<file path="config.mk">
export PLATFORM = sky130hd
export DESIGN_NAME = h264_rtp_depacketizer
export DESIGN_NICKNAME = d
export VERILOG_FILES = /design/src/rtl/core/hrd_pkg.sv /design/src/rtl/core/hrd_front.sv /design/src/rtl/core/hrd_fifo.sv /design/src/rtl/core/hrd_back.sv /design/src/rtl/core/h264_rtp_depacketizer.sv
export SDC_FILE = /design/constraint.sdc
export NUM_CORES = 1
export LEC_CHECK = 0
export ABC_AREA = 1
export ABC_CLOCK_PERIOD_IN_PS = 4100
export BUFFER_PORTS_ARGS = -buffer_cell sky130_fd_sc_hd__buf_4
export CAP_MARGIN = 0
export CORE_ASPECT_RATIO = 0.8
export CORE_MARGIN = 2
export CORE_UTILIZATION = 30
export CTS_CLUSTER_DIAMETER = 200
export DETAILED_ROUTE_END_ITERATION = 10
export PLACE_DENSITY = 0.58
export SETUP_SLACK_MARGIN = 0.02
export SYNTH_ARGS = -nofsm -noshare
export SYNTH_HDL_FRONTEND = slang
export SYNTH_HIERARCHICAL = 1
export SYNTH_SLANG_ARGS = --single-unit
</file>
<file path="constraint.sdc">
create_clock -name aclk -period 4.1 [get_ports aclk]
set_input_delay 0.41 -clock aclk [delete_from_list [all_inputs] [get_ports aclk]]
set_output_delay 0.41 -clock aclk [all_outputs]
set_load 0.005 [all_outputs]
</file>
<file path="src/rtl/core/hrd_pkg.sv">
package hrd_pkg;

    localparam int LEN_W      = 19;
    localparam int QUEUE_AW   = 2;
    localparam int QUEUE_DEPTH = 1 << QUEUE_AW;

    localparam logic [7:0] START_ZERO = 8'h00;
    localparam logic [7:0] START_LAST = 8'h01;

    // One queued command: what one input word turns into on the output side.
    typedef struct packed {
        logic       start_code;
        logic       has_byte;
        logic [7:0] data;
        logic       done;
        logic       key;
    } cmd_t;

    typedef struct packed {
        logic [7:0] stream_byte;
        logic       byte_valid;
        logic       frame_done;
        logic       key_frame;
        logic       run_last;
    } res_t;

endpackage

</file>
<file path="src/rtl/core/hrd_front.sv">
module hrd_front
    import hrd_pkg::*;
#(
    parameter logic [LEN_W-1:0] LIMIT_RESET = '0
) (
    input  logic             aclk,
    input  logic             aresetn,
    input  logic             cfg_wr_en,
    input  logic [LEN_W-1:0] cfg_wr_data,
    input  logic             in_valid,
    input  logic             in_ready,
    input  logic [7:0]       in_byte,
    input  logic             in_first,
    input  logic             in_last,
    output logic             cmd_valid,
    output cmd_t             cmd
);

    localparam logic [4:0] NAL_NON_IDR = 5'd1;
    localparam logic [4:0] NAL_IDR     = 5'd5;
    localparam logic [4:0] NAL_SEI     = 5'd6;
    localparam logic [4:0] NAL_PPS     = 5'd8;
    localparam logic [4:0] NAL_FU_A    = 5'd28;

    typedef enum logic [3:0] {
        KIND_DROP  = 4'b0001,
        KIND_FUA   = 4'b0010,
        KIND_COPY  = 4'b0100,
        KIND_SLICE = 4'b1000
    } kind_t;

    logic [LEN_W-1:0] limit_reg;
    logic [7:0]       fh_reg, fh_next;
    kind_t            kind_reg, kind_next;
    logic [1:0]       pos_reg, pos_next;
    logic             copy_reg, copy_next;
    logic             end_reg, end_next;
    logic             key_reg, key_next;
    logic [LEN_W-1:0] len_reg, len_next;

    logic             accept;
    logic [4:0]       nal_type;
    logic             fua_hdr;
    logic             sc;
    logic             hb;
    logic [7:0]       data;
    logic [2:0]       pre_inc;
    logic             post_inc;
    logic [LEN_W:0]   sum_pre;
    logic [LEN_W-1:0] len_pre;
    logic [LEN_W:0]   sum_post;
    logic             copy_ok;
    logic             done;

    assign accept   = in_valid && in_ready;
    assign nal_type = in_byte[4:0];
    assign fua_hdr  = (kind_reg == KIND_FUA) && (pos_reg == 2'd1);

    always_comb begin
        fh_next   = fh_reg;
        kind_next = kind_reg;
        pos_next  = pos_reg;
        copy_next = copy_reg;
        end_next  = end_reg;
        key_next  = key_reg;
        sc        = 1'b0;
        hb        = 1'b0;
        data      = in_byte;
        pre_inc   = 3'd0;
        post_inc  = 1'b0;

        priority if (in_first) begin
            fh_next   = in_byte;
            pos_next  = 2'd1;
            copy_next = 1'b0;
            end_next  = 1'b0;
            key_next  = 1'b0;
            priority if (nal_type == NAL_FU_A) begin
                kind_next = KIND_FUA;
            end else if (nal_type >= NAL_SEI && nal_type <= NAL_PPS) begin
                kind_next = KIND_COPY;
            end else if (nal_type == NAL_NON_IDR || nal_type == NAL_IDR) begin
                kind_next = KIND_SLICE;
                end_next  = 1'b1;
                key_next  = (nal_type == NAL_IDR);
            end else begin
                kind_next = KIND_DROP;
            end
            if (kind_next == KIND_COPY || kind_next == KIND_SLICE) begin
                sc      = 1'b1;
                pre_inc = 3'd4;
            end
        end else if (fua_hdr) begin
            // FU header: rebuild the NAL header from the indicator and FU type
            pos_next = 2'd2;
            sc       = in_byte[7];
            hb       = in_byte[7];
            pre_inc  = in_byte[7] ? 3'd5 : 3'd0;
            data     = {fh_reg[7:5], in_byte[4:0]};
            end_next = in_byte[6];
            key_next = (in_byte[4:0] != NAL_NON_IDR);
        end else if (kind_reg != KIND_DROP) begin
            pos_next = 2'd2;
            hb       = copy_reg;
            post_inc = copy_reg;
        end else begin
            // outside a packet or in a dropped NAL unit: drop the word
            pos_next = pos_reg;
        end

        // Copy decision sees the length after the start code, and also after the rebuilt header for an FU-A start.
        sum_pre = {1'b0, len_reg} + {{(LEN_W-2){1'b0}}, pre_inc};
        len_pre = sum_pre[LEN_W] ? {LEN_W{1'b1}} : sum_pre[LEN_W-1:0];
        copy_ok = len_pre < limit_reg;

        if (in_first && sc) begin
            copy_next = copy_ok;
            hb        = copy_ok;
            post_inc  = copy_ok;
        end else if (!in_first && fua_hdr) begin
            copy_next = copy_ok;
        end

        sum_post = {1'b0, len_pre} + {{LEN_W{1'b0}}, post_inc};

        done = in_last && end_next &&
               ((kind_next == KIND_SLICE) || (kind_next == KIND_FUA && pos_next == 2'd2));

        len_next = done ? '0 : (sum_post[LEN_W] ? {LEN_W{1'b1}} : sum_post[LEN_W-1:0]);
    end

    assign cmd_valid      = accept && (sc || hb || done);
    assign cmd.start_code = sc;
    assign cmd.has_byte   = hb;
    assign cmd.data       = data;
    assign cmd.done       = done;
    assign cmd.key        = key_next;

    always_ff @(posedge aclk) begin
        if (!aresetn) begin
            limit_reg <= LIMIT_RESET;
            fh_reg    <= '0;
            kind_reg  <= KIND_DROP;
            pos_reg   <= '0;
            copy_reg  <= 1'b0;
            end_reg   <= 1'b0;
            key_reg   <= 1'b0;
            len_reg   <= '0;
        end else begin
            if (cfg_wr_en) begin
                limit_reg <= cfg_wr_data;
            end
            if (accept) begin
                fh_reg  <= fh_next;
                len_reg <= len_next;
                if (in_last) begin
                    kind_reg <= KIND_DROP;
                    pos_reg  <= '0;
                    copy_reg <= 1'b0;
                    end_reg  <= 1'b0;
                    key_reg  <= 1'b0;
                end else begin
                    kind_reg <= kind_next;
                    pos_reg  <= pos_next;
                    copy_reg <= copy_next;
                    end_reg  <= end_next;
                    key_reg  <= key_next;
                end
            end
        end
    end

endmodule

</file>
<file path="src/rtl/core/hrd_fifo.sv">
module hrd_fifo
    import hrd_pkg::*;
(
    input  logic aclk,
    input  logic aresetn,
    input  logic push,
    input  cmd_t push_cmd,
    output logic full,
    input  logic pop,
    output cmd_t head,
    output logic empty
);

    cmd_t                mem [QUEUE_DEPTH];
    logic [QUEUE_AW-1:0] wr_ptr_reg;
    logic [QUEUE_AW-1:0] rd_ptr_reg;
    logic [QUEUE_AW:0]   count_reg;

    assign full  = (count_reg == (QUEUE_AW+1)'(QUEUE_DEPTH));
    assign empty = (count_reg == '0);
    assign head  = mem[rd_ptr_reg];

    always_ff @(posedge aclk) begin
        if (push) begin
            mem[wr_ptr_reg] <= push_cmd;
        end
    end

    always_ff @(posedge aclk) begin
        if (!aresetn) begin
            wr_ptr_reg <= '0;
            rd_ptr_reg <= '0;
            count_reg  <= '0;
        end else begin
            if (push) begin
                wr_ptr_reg <= wr_ptr_reg + 1'b1;
            end
            if (pop) begin
                rd_ptr_reg <= rd_ptr_reg + 1'b1;
            end
            priority if (push && !pop) begin
                count_reg <= count_reg + 1'b1;
            end else if (pop && !push) begin
                count_reg <= count_reg - 1'b1;
            end else begin
                count_reg <= count_reg;
            end
        end
    end

endmodule

</file>
<file path="src/rtl/core/hrd_back.sv">
module hrd_back
    import hrd_pkg::*;
(
    input  logic aclk,
    input  logic aresetn,
    input  cmd_t head,
    input  logic head_valid,
    output logic pop,
    output logic out_valid,
    input  logic out_ready,
    output res_t out_res
);

    logic [2:0] idx_reg;
    logic       valid_reg;
    res_t       res_reg;

    logic [2:0] res_count;
    logic       is_last;
    logic       load;
    res_t       res;

    always_comb begin
        if (head.start_code) begin
            res_count = head.has_byte ? 3'd5 : 3'd4;
        end else begin
            res_count = 3'd1;
        end
        is_last = (idx_reg == res_count - 3'd1);

        res.byte_valid = head.start_code || head.has_byte;
        res.frame_done = is_last && head.done;
        res.key_frame  = is_last && head.done && head.key;
        res.run_last   = is_last;
        priority if (head.start_code && idx_reg < 3'd3) begin
            res.stream_byte = START_ZERO;
        end else if (head.start_code && idx_reg == 3'd3) begin
            res.stream_byte = START_LAST;
        end else if (head.has_byte) begin
            res.stream_byte = head.data;
        end else begin
            res.stream_byte = START_ZERO;
        end
    end

    assign load      = !valid_reg || out_ready;
    assign pop       = head_valid && load && is_last;
    assign out_valid = valid_reg;
    assign out_res   = res_reg;

    always_ff @(posedge aclk) begin
        if (load && head_valid) begin
            res_reg <= res;
        end
    end

    always_ff @(posedge aclk) begin
        if (!aresetn) begin
            idx_reg   <= '0;
            valid_reg <= 1'b0;
        end else begin
            if (load) begin
                valid_reg <= head_valid;
                if (head_valid) begin
                    idx_reg <= is_last ? 3'd0 : idx_reg + 3'd1;
                end
            end
        end
    end

    // advance within a command only while that command sits at the head
    a_idx_needs_head: assert property (@(posedge aclk) disable iff (!aresetn)
        (idx_reg != 3'd0) |-> head_valid)
        else $error("result index advanced with empty queue");

    a_idx_range: assert property (@(posedge aclk) disable iff (!aresetn)
        idx_reg <= 3'd4)
        else $error("result index out of range");

    a_flag_only_done: assert property (@(posedge aclk) disable iff (!aresetn)
        (valid_reg && !res_reg.byte_valid) |-> (res_reg.frame_done && res_reg.run_last))
        else $error("flag-only word without frame completion");

    a_done_on_last: assert property (@(posedge aclk) disable iff (!aresetn)
        (valid_reg && res_reg.frame_done) |-> res_reg.run_last)
        else $error("frame completion not on last word of run");

endmodule

</file>
<file path="src/rtl/core/h264_rtp_depacketizer.sv">
// RTP H.264 payload to Annex B byte stream.
// s_axis carries one payload byte per word; tuser marks the first byte of a
// packet and tlast its last byte. m_axis carries one output word each: a
// start code byte, rebuilt NAL header or payload byte, or a flag-only word
// (tuser[0] low) that reports a completed frame. m_axis_tlast marks the last
// word produced by one input byte; tuser[1] flags frame completion on it and
// tuser[2] a key frame.
// cfg_wr_en/cfg_wr_data write the frame length limit; write it while idle.
// The first output word passes through the command queue and the output register.
// Input is taken at one byte per cycle while each byte yields at most one
// word and the receiver accepts; a packet start yields four or five words,
// one per accepted cycle from the output register, and a 4-entry command
// queue absorbs those runs. s_axis stalls only when that queue is full.
// A receiver stall holds the output register and backs up into the queue.
// Reset clears the queue, the packet state and the frame length, and loads
// the limit with MAX_FRAME_BYTES - 4096, clamped to 0 and to the LEN_W range.
module h264_rtp_depacketizer
    import hrd_pkg::*;
#(
    parameter int MAX_FRAME_BYTES = 262144
) (
    input  logic             aclk,
    input  logic             aresetn,
    input  logic             s_axis_tvalid,
    output logic             s_axis_tready,
    input  logic [7:0]       s_axis_tdata,   // payload_byte
    input  logic             s_axis_tuser,   // packet_first
    input  logic             s_axis_tlast,   // packet_last
    output logic             m_axis_tvalid,
    input  logic             m_axis_tready,
    output logic [7:0]       m_axis_tdata,   // stream_byte
    output logic [2:0]       m_axis_tuser,   // byte_valid, frame_done, key_frame
    output logic             m_axis_tlast,   // run_last
    input  logic             cfg_wr_en,
    input  logic [LEN_W-1:0] cfg_wr_data     // frame_length_limit
);

    localparam int LimitRaw = (MAX_FRAME_BYTES > 4096) ? MAX_FRAME_BYTES - 4096 : 0;
    localparam int LenMax   = (1 << LEN_W) - 1;
    localparam logic [LEN_W-1:0] LIMIT_RESET =
        LEN_W'((LimitRaw > LenMax) ? LenMax : LimitRaw);

    logic cmd_valid;
    cmd_t cmd;
    logic full;
    logic empty;
    logic pop;
    cmd_t head;
    res_t res;

    assign s_axis_tready = !full;

    hrd_front #(
        .LIMIT_RESET (LIMIT_RESET)
    ) u_front (
        .aclk        (aclk),
        .aresetn     (aresetn),
        .cfg_wr_en   (cfg_wr_en),
        .cfg_wr_data (cfg_wr_data),
        .in_valid    (s_axis_tvalid),
        .in_ready    (s_axis_tready),
        .in_byte     (s_axis_tdata),
        .in_first    (s_axis_tuser),
        .in_last     (s_axis_tlast),
        .cmd_valid   (cmd_valid),
        .cmd         (cmd)
    );

    hrd_fifo u_fifo (
        .aclk     (aclk),
        .aresetn  (aresetn),
        .push     (cmd_valid),
        .push_cmd (cmd),
        .full     (full),
        .pop      (pop),
        .head     (head),
        .empty    (empty)
    );

    hrd_back u_back (
        .aclk       (aclk),
        .aresetn    (aresetn),
        .head       (head),
        .head_valid (!empty),
        .pop        (pop),
        .out_valid  (m_axis_tvalid),
        .out_ready  (m_axis_tready),
        .out_res    (res)
    );

    assign m_axis_tdata = res.stream_byte;
    assign m_axis_tuser = {res.key_frame, res.frame_done, res.byte_valid};
    assign m_axis_tlast = res.run_last;

endmodule
</file>
==> results.toml, run 1 <==
[run_status]
status = "finished, violations left"
violations = "setup timing"

[sta]
fin_setup_tns_ns = -4.13
period_needed_ns = 4.31
slew_viol_final = 0
rsz0062_at_grt = "yes"
holdWs_ns = 0.200
worst_pin_slew_ns = 0.644
fmax_mhz = 232
hold_viol_final = 0
finalWorstSetupSlack_ns = -0.214
finalSetupViolCount = 23
period_share_pct = 105
max_slew_margin_pct = 56.9
finClkSkew_ns = 0.0153

[clock_network]
cts.sinks = 123
clockBufferDepth = 2
clock_latency_ns = 0.43
htreeDepth = 4
cts_made_buffers = 17
cts_tree = "built"
cts_root_buffer = "clkbuf_16"
clk_pin_slew_ns = 0.07

[synth]
synth_area_leader_cell = "edfxtp_1"
synth_cell_type_count = 46
yosysMostFrequentCell = "nand2_1"
ys_seq_area_share_pct = 44.8
synthArstFlopShare_pct = 0
synth_area_per_cell_um2 = 8.09
netlist_instances = 846
synthFlopType = "dfxtp_1"
syn_area_um2 = 6840
yosys-top-cells-area = "edfxtp_1 (26%), dfxtp_1 (18%), nand2_1 (9.4%)"
yosysTopAreaCellShare_pct = 26.3
yosysWarnings = 6
ys_seq_elements = 123
synth_edf_count = 60
synth_nets = 911
synth_common_cells = "nand2_1 (172), inv_1 (106), nor2_1 (93)"

[die]
core_area_um2 = 22400
die_x_um = 173
die_y_um = 139
dieArea_um2 = 24000
rows = 49
start_util_pct = 30.5
boundaryPins = 48

[detailed_routing]
via_count = 6015
first_iter_violations = 495
drc = 0
final_antenna_net_count = 0
via_per_inst = 4.65
wirelength_mm = 18.4
dr.pass1.iters = 5
wl_per_cell_um = 14.2

[pwr]
p_leak_nw = 3.84
power_density_nw_per_um2 = 419
vdd_drop_max_mv = 0.284

[worst_setup_path]
crit_path_frequent_cell = "buf_4"
worstSetupPathType = "flip-flop to flip-flop"
slowest_delay_ns = 0.33
crit_end = "u_fifo/mem[2][10]$_DFFE_PP_"
critical_path_peak_fanout = 4
cp.required_ns = 4.36
cp.buffers_inverters = 10
r2r_cells = 31
cp-startpoint = "u_front/kind_reg[3]$_SDFFE_PN0P_"
cp.depth = 31
rr_endpoint = "u_fifo/mem[2][10]$_DFFE_PP_"
path_delay_family = "simple AND/OR/NAND/NOR gates"
cp-end-kind = "flip-flop"
slowest_stage = "dfxtp_2"
start_kind = "flip-flop"
regToRegSetupSlack_ns = -0.21
reg2reg_from = "u_front/kind_reg[3]$_SDFFE_PN0P_"
cp.arrival_ns = 4.58

[global_routing]
antenna_found_initial = 0
grt_max_degree = 30
grt_pass1_wl_mm = 29.9
grt_usage_pct = 15.6
grt_overflow = 0
grt_pass1_vias = 5704

[layout]
fin_area_um2 = 9280
largest_reg_flops = 48
diodes = 0
nets = 1039
drive_above_1_share_pct = 31.4
area_delta_synth_final_pct = 35.6

[place]
dp_hpwl_mm = 12.9
place.gp.congestion = 0.895
placedInstanceArea_um2 = 7990
port_buffers = 47

[job]
timing.max_cap.violations = 0

[min_path]
hold_class = "input pin to flip-flop"
==> cells in the final DEF (no fill, tap or decap), types with 15 or more instances in the layout <==
cell type,instances
nand2_1,149
buf_4,127
inv_1,97
nor2_1,86
dfxtp_1,60
edfxtp_1,60
o21ai_0,49
a21oi_1,47
nand3_1,31
nand2_2,22
o21ai_1,21
clkbuf_16,17
nand2_4,16
ha_1,15
o22ai_1,15
==> cells by family (layout without fill, tap and decap cells) <==
group / after synthesis / count (layout) / synth area share [%]
AO/OA/AOI/OAI: 171 / 171 / 14.3
XOR/XNOR: 12 / 12 / 1.54
adder cells (fa/ha/maj): 31 / 31 / 5.78
flip-flops: 123 / 123 / 44.8
buffers and inverters: 141 / 280 / 8.81
AND/OR/NAND/NOR: 368 / 370 / 24.8
==> how the worst min path moves through the flow <==
stage / end / start / slack [ns] / depth (start not counted)
after detailed placement: flip-flop / u_fifo/rd_ptr_reg[1]$_SDFFE_PN0P_ / 0.43 / 1
after floorplan: flip-flop / u_fifo/rd_ptr_reg[1]$_SDFFE_PN0P_ / 0.41 / 1
after CTS: u_front/limit_reg[16]$_SDFFE_PN1P_ / cfg_wr_data[16] / 0.19 / 3
final: u_front/limit_reg[16]$_SDFFE_PN1P_ / cfg_wr_data[16] / 0.20 / 3
after global routing: u_front/limit_reg[12]$_SDFFE_PN1P_ / cfg_wr_data[12] / 0.21 / 3
after global placement: flip-flop / u_fifo/rd_ptr_reg[1]$_SDFFE_PN0P_ / 0.42 / 1
==> report_power, final <==
group / leakage [nW] / internal [mW] / switching, mW / total [mW]
registers: 1.07 / 1.47 / 0.0609 / 1.53
clock network: 0.271 / 0.844 / 0.605 / 1.45
logic: 2.50 / 0.341 / 0.572 / 0.912
total: 3.84 / 2.65 / 1.24 / 3.89
==> layout make-up <==
type / count / area [um2]
Tap cell: 306 / 383
Inverter: 113 / 435
Timing Repair Buffer: 135 / 1070
Clock buffer: 17 / 425
Sequential cell: 123 / 3070
Multi-Input combinational cell: 584 / 3760
Clock inverter: 15 / 139
Fill cell: 2235 / 13200
==> layer usage <==
| layer | track usage [%] | vias up | wire [um] |
|---|---|---|---|
| met2 | 23.1 | 154 | 7890 |
| met1 | 22.8 | 2783 | 9300 |
| met5 | 0 | - | 0 |
| met3 | 3.45 | 13 | 1020 |
| met4 | 4.46 | 0 | 176 |
| li1 | - | 3065 | - |
==> stage by stage <==
stage | total power [mW] | utilization [%] | cells | setup WS, ns
floorplan | 2.14 | - | 846 | 0.0322
global placement | 2.43 | 35.6 | 1236 | -0.482
detailed placement | 2.45 | 35.6 | 1236 | -0.619
CTS | 3.91 | 40.4 | 1286 | -0.147
global route | 4.12 | 41.4 | 1293 | -0.511
finish | 3.89 | 41.4 | 1293 | -0.214
==> worst register-to-register path: cells and delay by family (launching register included) <==
family,cells,cell delay (ns)
compound gates,4,0.64
buf+inv,10,1.13
fa+ha+maj,2,0.45
simple gates,15,1.60
flops,1,0.33
==> what timing repair did <==
| action | in CTS | in global routing |
|---|---|---|
| cloned | 2 | 0 |
| setup endpoints to repair | 19 | 23 |
| hold buffers | 0 | 0 |
| resized for setup | 75 | 35 |
| pin swaps | 26 | 28 |
| setup buffers | 16 | 7 |
(Power assumes the default switching activity.)
==> run 2: changes to the inputs <==
Settings changed: ABC_CLOCK_PERIOD_IN_PS 4100 to 4000, PLACE_DENSITY 0.58 to 0.56.
Clock period 4.1 ns to 4 ns, I/O delays scaled along.
==> results.toml, run 2 (synthesized netlist as in run 1, its figures left out) <==
[place]
place.gp.congestion = 0.865
port_buffers = 47
dpl_worst_slack_ns = -0.801
placedInstanceArea_um2 = 8070
dp_cells = 1242
dp_hpwl_mm = 12.6

[detailed_routing]
routed-wl-met2_mm = 7.91
wl_per_cell_um = 14.2
first_iter_violations = 454
final_antenna_net_count = 0
routed-wl-met3_um = 961
wl_met1_mm = 9.42
dr.pass1.iters = 5
drc = 0
dr.max_layer_used = "met4"
via_count = 6012
via_per_inst = 4.62
wirelength_mm = 18.5

[layout]
drive_above_1_share_pct = 32.1
fillerInstances = 2264
fin_cells = 1301
fin_area_um2 = 9390
final_cell_mix = "nand2_1 (150), buf_4 (134), inv_1 (98)"
final_common_cell = "nand2_1"
nets = 1047
area_delta_synth_final_pct = 37.2
diodes = 0
largest_reg_flops = 48

[worst_setup_path]
cp.arrival_ns = 4.73
crit_path_frequent_cell = "ha_4"
reg2reg_from = "u_front/kind_reg[1]$_SDFFE_PN0P_"
cp-end-kind = "flip-flop"
cp.required_ns = 4.35
path_delay_family = "simple AND/OR/NAND/NOR gates"
slowest_delay_ns = 0.33
critical_path_peak_fanout = 4
regToRegSetupSlack_ns = -0.38
worstSetupPathType = "flip-flop to flip-flop"
rr_endpoint = "u_front/len_reg[14]$_SDFFE_PN0P_"
cp.buffers_inverters = 4
slowest_stage = "dfxtp_2"
r2r_cells = 31
start_kind = "flip-flop"

[min_path]
hold_class = "input pin to flip-flop"
worstHoldPathCells = 3
hp-start = "cfg_wr_data[17]"
hold_path_end = "u_front/limit_reg[17]$_SDFFE_PN1P_"

[die]
core_area_um2 = 22400
rows = 49
die_x_um = 173
die_y_um = 139
dieArea_um2 = 24000
boundaryPins = 48
start_util_pct = 30.5

[pwr]
p_leak_nw = 3.90
vdd_drop_max_mv = 0.216
power_density_nw_per_um2 = 417
total_power_mw = 3.92

[global_routing]
grt_overflow = 0
antenna_found_initial = 0
grt_max_degree = 31
grt_pass1_wl_mm = 29.7
grt_usage_pct = 15.5
grt_pass1_vias = 5769

[clock_network]
cts_root_buffer = "clkbuf_16"
cts_tree = "built"
htreeDepth = 4
holdBufCountCts = 0
clk_pin_slew_ns = 0.06
clock_latency_ns = 0.42
cts.sinks = 123
clockBufferDepth = 2
cts_made_buffers = 17

[job]
timing.max_cap.violations = 0

[sta]
worst_pin_slew_ns = 1.26
rsz0062_at_grt = "yes"
finalWorstSetupSlack_ns = -0.384
hold_viol_final = 0
finClkSkew_ns = 0.0133
finalSetupViolCount = 19
slew_viol_final = 0
period_share_pct = 110
max_slew_margin_pct = 15.7
fmax_mhz = 228
period_needed_ns = 4.38
holdWs_ns = 0.196

[run_status]
status = "finished, violations left"
violations = "setup timing"
run 2: cell types whose count changed in the layout (fill, tap and decap cells not counted), sizes merged:
cell    before  now
buf        135  143
bufinv       1    0
clkbuf      17   19
clkinv       5    7
inv        118  115
run 2: metrics by stage:
stage	util [%]	TNS, ns
final	41.8	-6.62
after global routing	41.8	-12.67
after CTS	40.9	-5.14
after detailed placement	36.0	-13.66
after global placement	36.0	-12.40
after floorplan	-	0
run 2: worst max-delay path by stage:
stage | startpoint | end | slack (ns) | cells after the start
floorplan | u_front/kind_reg[2]$_SDFFE_PN0P_ | u_front/len_reg[0]$_SDFFE_PN0P_ | 0.02 | 33
global placement | s_axis_tdata[0] | u_front/len_reg[5]$_SDFFE_PN0P_ | -0.74 | 31
detailed placement | s_axis_tdata[0] | u_front/len_reg[5]$_SDFFE_PN0P_ | -0.80 | 31
CTS | u_front/kind_reg[3]$_SDFFE_PN0P_ | u_front/len_reg[6]$_SDFFE_PN0P_ | -0.32 | 33
global route | u_front/kind_reg[3]$_SDFFE_PN0P_ | u_front/len_reg[16]$_SDFFE_PN0P_ | -0.67 | 34
finish | u_front/kind_reg[1]$_SDFFE_PN0P_ | u_front/len_reg[14]$_SDFFE_PN0P_ | -0.38 | 31
run 2: final cells by class:
class,count,area [um2],share of cell area (%)
inverters,113,442,4.70
clock buffers,19,443,4.72
well taps,306,383,4.08
clock inverters,13,96.3,1.03
multi-input cells,584,3830,40.9
repair buffers,143,1120,12.0
flip-flops and latches,123,3070,32.7
run 2: worst min-delay path: stages:
cell and delay [ns]:
buf_4 0.08, a21oi_1 0.05, o21ai_0 0.06
run 2: report_power, final:
part / switching, mW / leakage [nW] / internal [mW]
combinational: 0.603 / 2.57 / 0.352
clock: 0.589 / 0.254 / 0.810
sequential: 0.0616 / 1.07 / 1.50
total: 1.25 / 3.90 / 2.67
run 2: metal layers:
metal | track usage (%) | up-vias
met3 | 3.87 | 14
met2 | 22.4 | 142
met5 | 0 | -
met1 | 22.9 | 2779
li1 | - | 3077
met4 | 4.19 | 0
run 2: timing repair:
action / CTS / global route
setup buffers: 19 / 6
pin swaps: 42 / 16
gates cloned: 2 / 0
gates resized for setup: 74 / 35
endpoints found under the setup margin: 23 / 23
==> run 3: changes to the inputs <==
Settings changed: ABC_CLOCK_PERIOD_IN_PS 4000 to 3500, PLACE_DENSITY 0.56 to 0.58.
Clock period 4 ns to 3.5 ns, I/O delays scaled along.
==> results.toml, run 3 (synthesized netlist as in run 1, its figures left out) <==
[detailed_routing]
wirelength_mm = 18.0
via_count = 6092
dr.pass1.iters = 5
via_per_inst = 4.61
drc = 0
wl_per_cell_um = 13.6
first_iter_violations = 482
final_antenna_net_count = 0

[run_status]
violations = "setup timing"
status = "finished, violations left"

[die]
core_area_um2 = 22400
rows = 49
die_y_um = 139
start_util_pct = 30.5
boundaryPins = 48
die_x_um = 173
dieArea_um2 = 24000

[clock_network]
cts_tree = "built"
htreeDepth = 4
cts.sinks = 123
clockBufferDepth = 2
cts_made_buffers = 17
clk_pin_slew_ns = 0.07
cts_root_buffer = "clkbuf_16"
clock_latency_ns = 0.42

[sta]
worst_pin_slew_ns = 0.922
slew_viol_final = 0
rsz0062_at_grt = "yes"
finalWorstSetupSlack_ns = -0.879
fmax_mhz = 228
period_needed_ns = 4.38
max_slew_margin_pct = 38.5
hold_viol_final = 0
period_share_pct = 125
finalSetupViolCount = 24
finClkSkew_ns = 0.0116

[worst_setup_path]
cp-startpoint = "u_front/kind_reg[3]$_SDFFE_PN0P_"
slowest_delay_ns = 0.32
start_kind = "flip-flop"
worstSetupPathType = "flip-flop to flip-flop"
path_delay_family = "simple AND/OR/NAND/NOR gates"
reg2reg_from = "u_front/kind_reg[3]$_SDFFE_PN0P_"
cp.required_ns = 3.86
slowest_stage = "dfxtp_2"
cp.arrival_ns = 4.74
regToRegSetupSlack_ns = -0.88
cp.buffers_inverters = 3
cp-end-kind = "flip-flop"
critical_path_peak_fanout = 13

[pwr]
swShare_pct = 32.3
p_sw_mw = 1.50
p_leak_nw = 4.03
power_density_nw_per_um2 = 486
intPower_mw = 3.14
p_seq_share_pct = 38.6
comb_power_share_pct = 23.0
vdd_drop_max_mv = 0.269
clockPowerShare_pct = 38.4

[global_routing]
grt_pass1_vias = 5765
grt_pass1_wl_mm = 29.5
grt_max_degree = 30
grt_overflow = 0
antenna_found_initial = 0
grt_usage_pct = 15.4

[layout]
largest_reg_flops = 48
multiInputGateArea_um2 = 3780
drive_above_1_share_pct = 34.4
area_delta_synth_final_pct = 39.5
fin_cells = 1322
final_cell_mix = "buf_4 (158), nand2_1 (147), inv_1 (96)"
nets = 1068
fin_area_um2 = 9540
regArea_um2 = 3070
final_common_cell = "buf_4"
fillerInstances = 2238
diodes = 0

[job]
timing.max_cap.violations = 0

[place]
dp_hpwl_mm = 12.8
port_buffers = 47
place.gp.congestion = 0.852
placedInstanceArea_um2 = 8280
dp_cells = 1264

[min_path]
hold_class = "input pin to flip-flop"
hp-start = "cfg_wr_data[12]"
## run 3: through the flow
stage | total power [mW] | worst slack [ns] | hold WS, ns | TNS [ns] | util [%]
after floorplan | 2.52 | -0.474 | 0.412 | -8.44 | -
after global placement | 2.87 | -1.13 | 0.428 | -21.80 | 36.9
after detailed placement | 2.88 | -1.20 | 0.437 | -22.98 | 36.9
after CTS | 4.68 | -0.692 | 0.134 | -14.77 | 41.5
after global routing | 4.92 | -1.15 | 0.150 | -22.76 | 42.5
final | 4.64 | -0.879 | 0.148 | -16.11 | 42.5
## run 3: layer usage
metal	up-vias	wire length (um)	GRT usage, %	part of all wire, %
met3	11	1060	2.82	5.9
met1	2789	9330	23.4	52
li1	3126	-	-	-
met2	166	7450	21.8	41
met5	-	0	0	0
met4	0	153	4.55	0.85
## run 3: final timing paths
path,endpoint,cells past startpoint
worst max-delay path,u_front/len_reg[14]$_SDFFE_PN0P_,30
worst min register to register,u_fifo/rd_ptr_reg[1]$_SDFFE_PN0P_,1
worst min-delay path,u_front/limit_reg[12]$_SDFFE_PN1P_,3
worst max register to register,u_front/len_reg[14]$_SDFFE_PN0P_,30
## run 3: worst min-delay path, cell delays in order
cell and delay [ns]:
buf_4 0.08, a21oi_1 0.05, o21ai_0 0.06
## run 3: power groups by stage
stage          registers, mW  clock network [mW]  logic (mW)
3_3_place_gp            1.82                   0        1.05
5_1_grt                 1.81                1.88        1.23
4_1_cts                 1.80                1.82        1.07
2_1_floorplan           1.82                   0       0.697
6_report                1.79                1.78        1.07
3_5_place_dp            1.83                   0        1.05
## run 3: what timing repair did
item	4_1_cts	5_1_grt
endpoints found under the setup margin	24	24
hold buffers	0	0
cloned	2	0
pin swaps	29	38
buffers inserted	20	12
gates resized for setup	54	43
## run 3: layout make-up
cell class	count	share of cell area, %
Clock buffer	17	4.46
Clock inverter	15	1.82
Inverter	113	4.67
Multi-Input combinational cell	583	39.6
Sequential cell	123	32.1
Tap cell	306	4.01
Timing Repair Buffer	164	13.2
Timing Repair inverter	1	0.0918
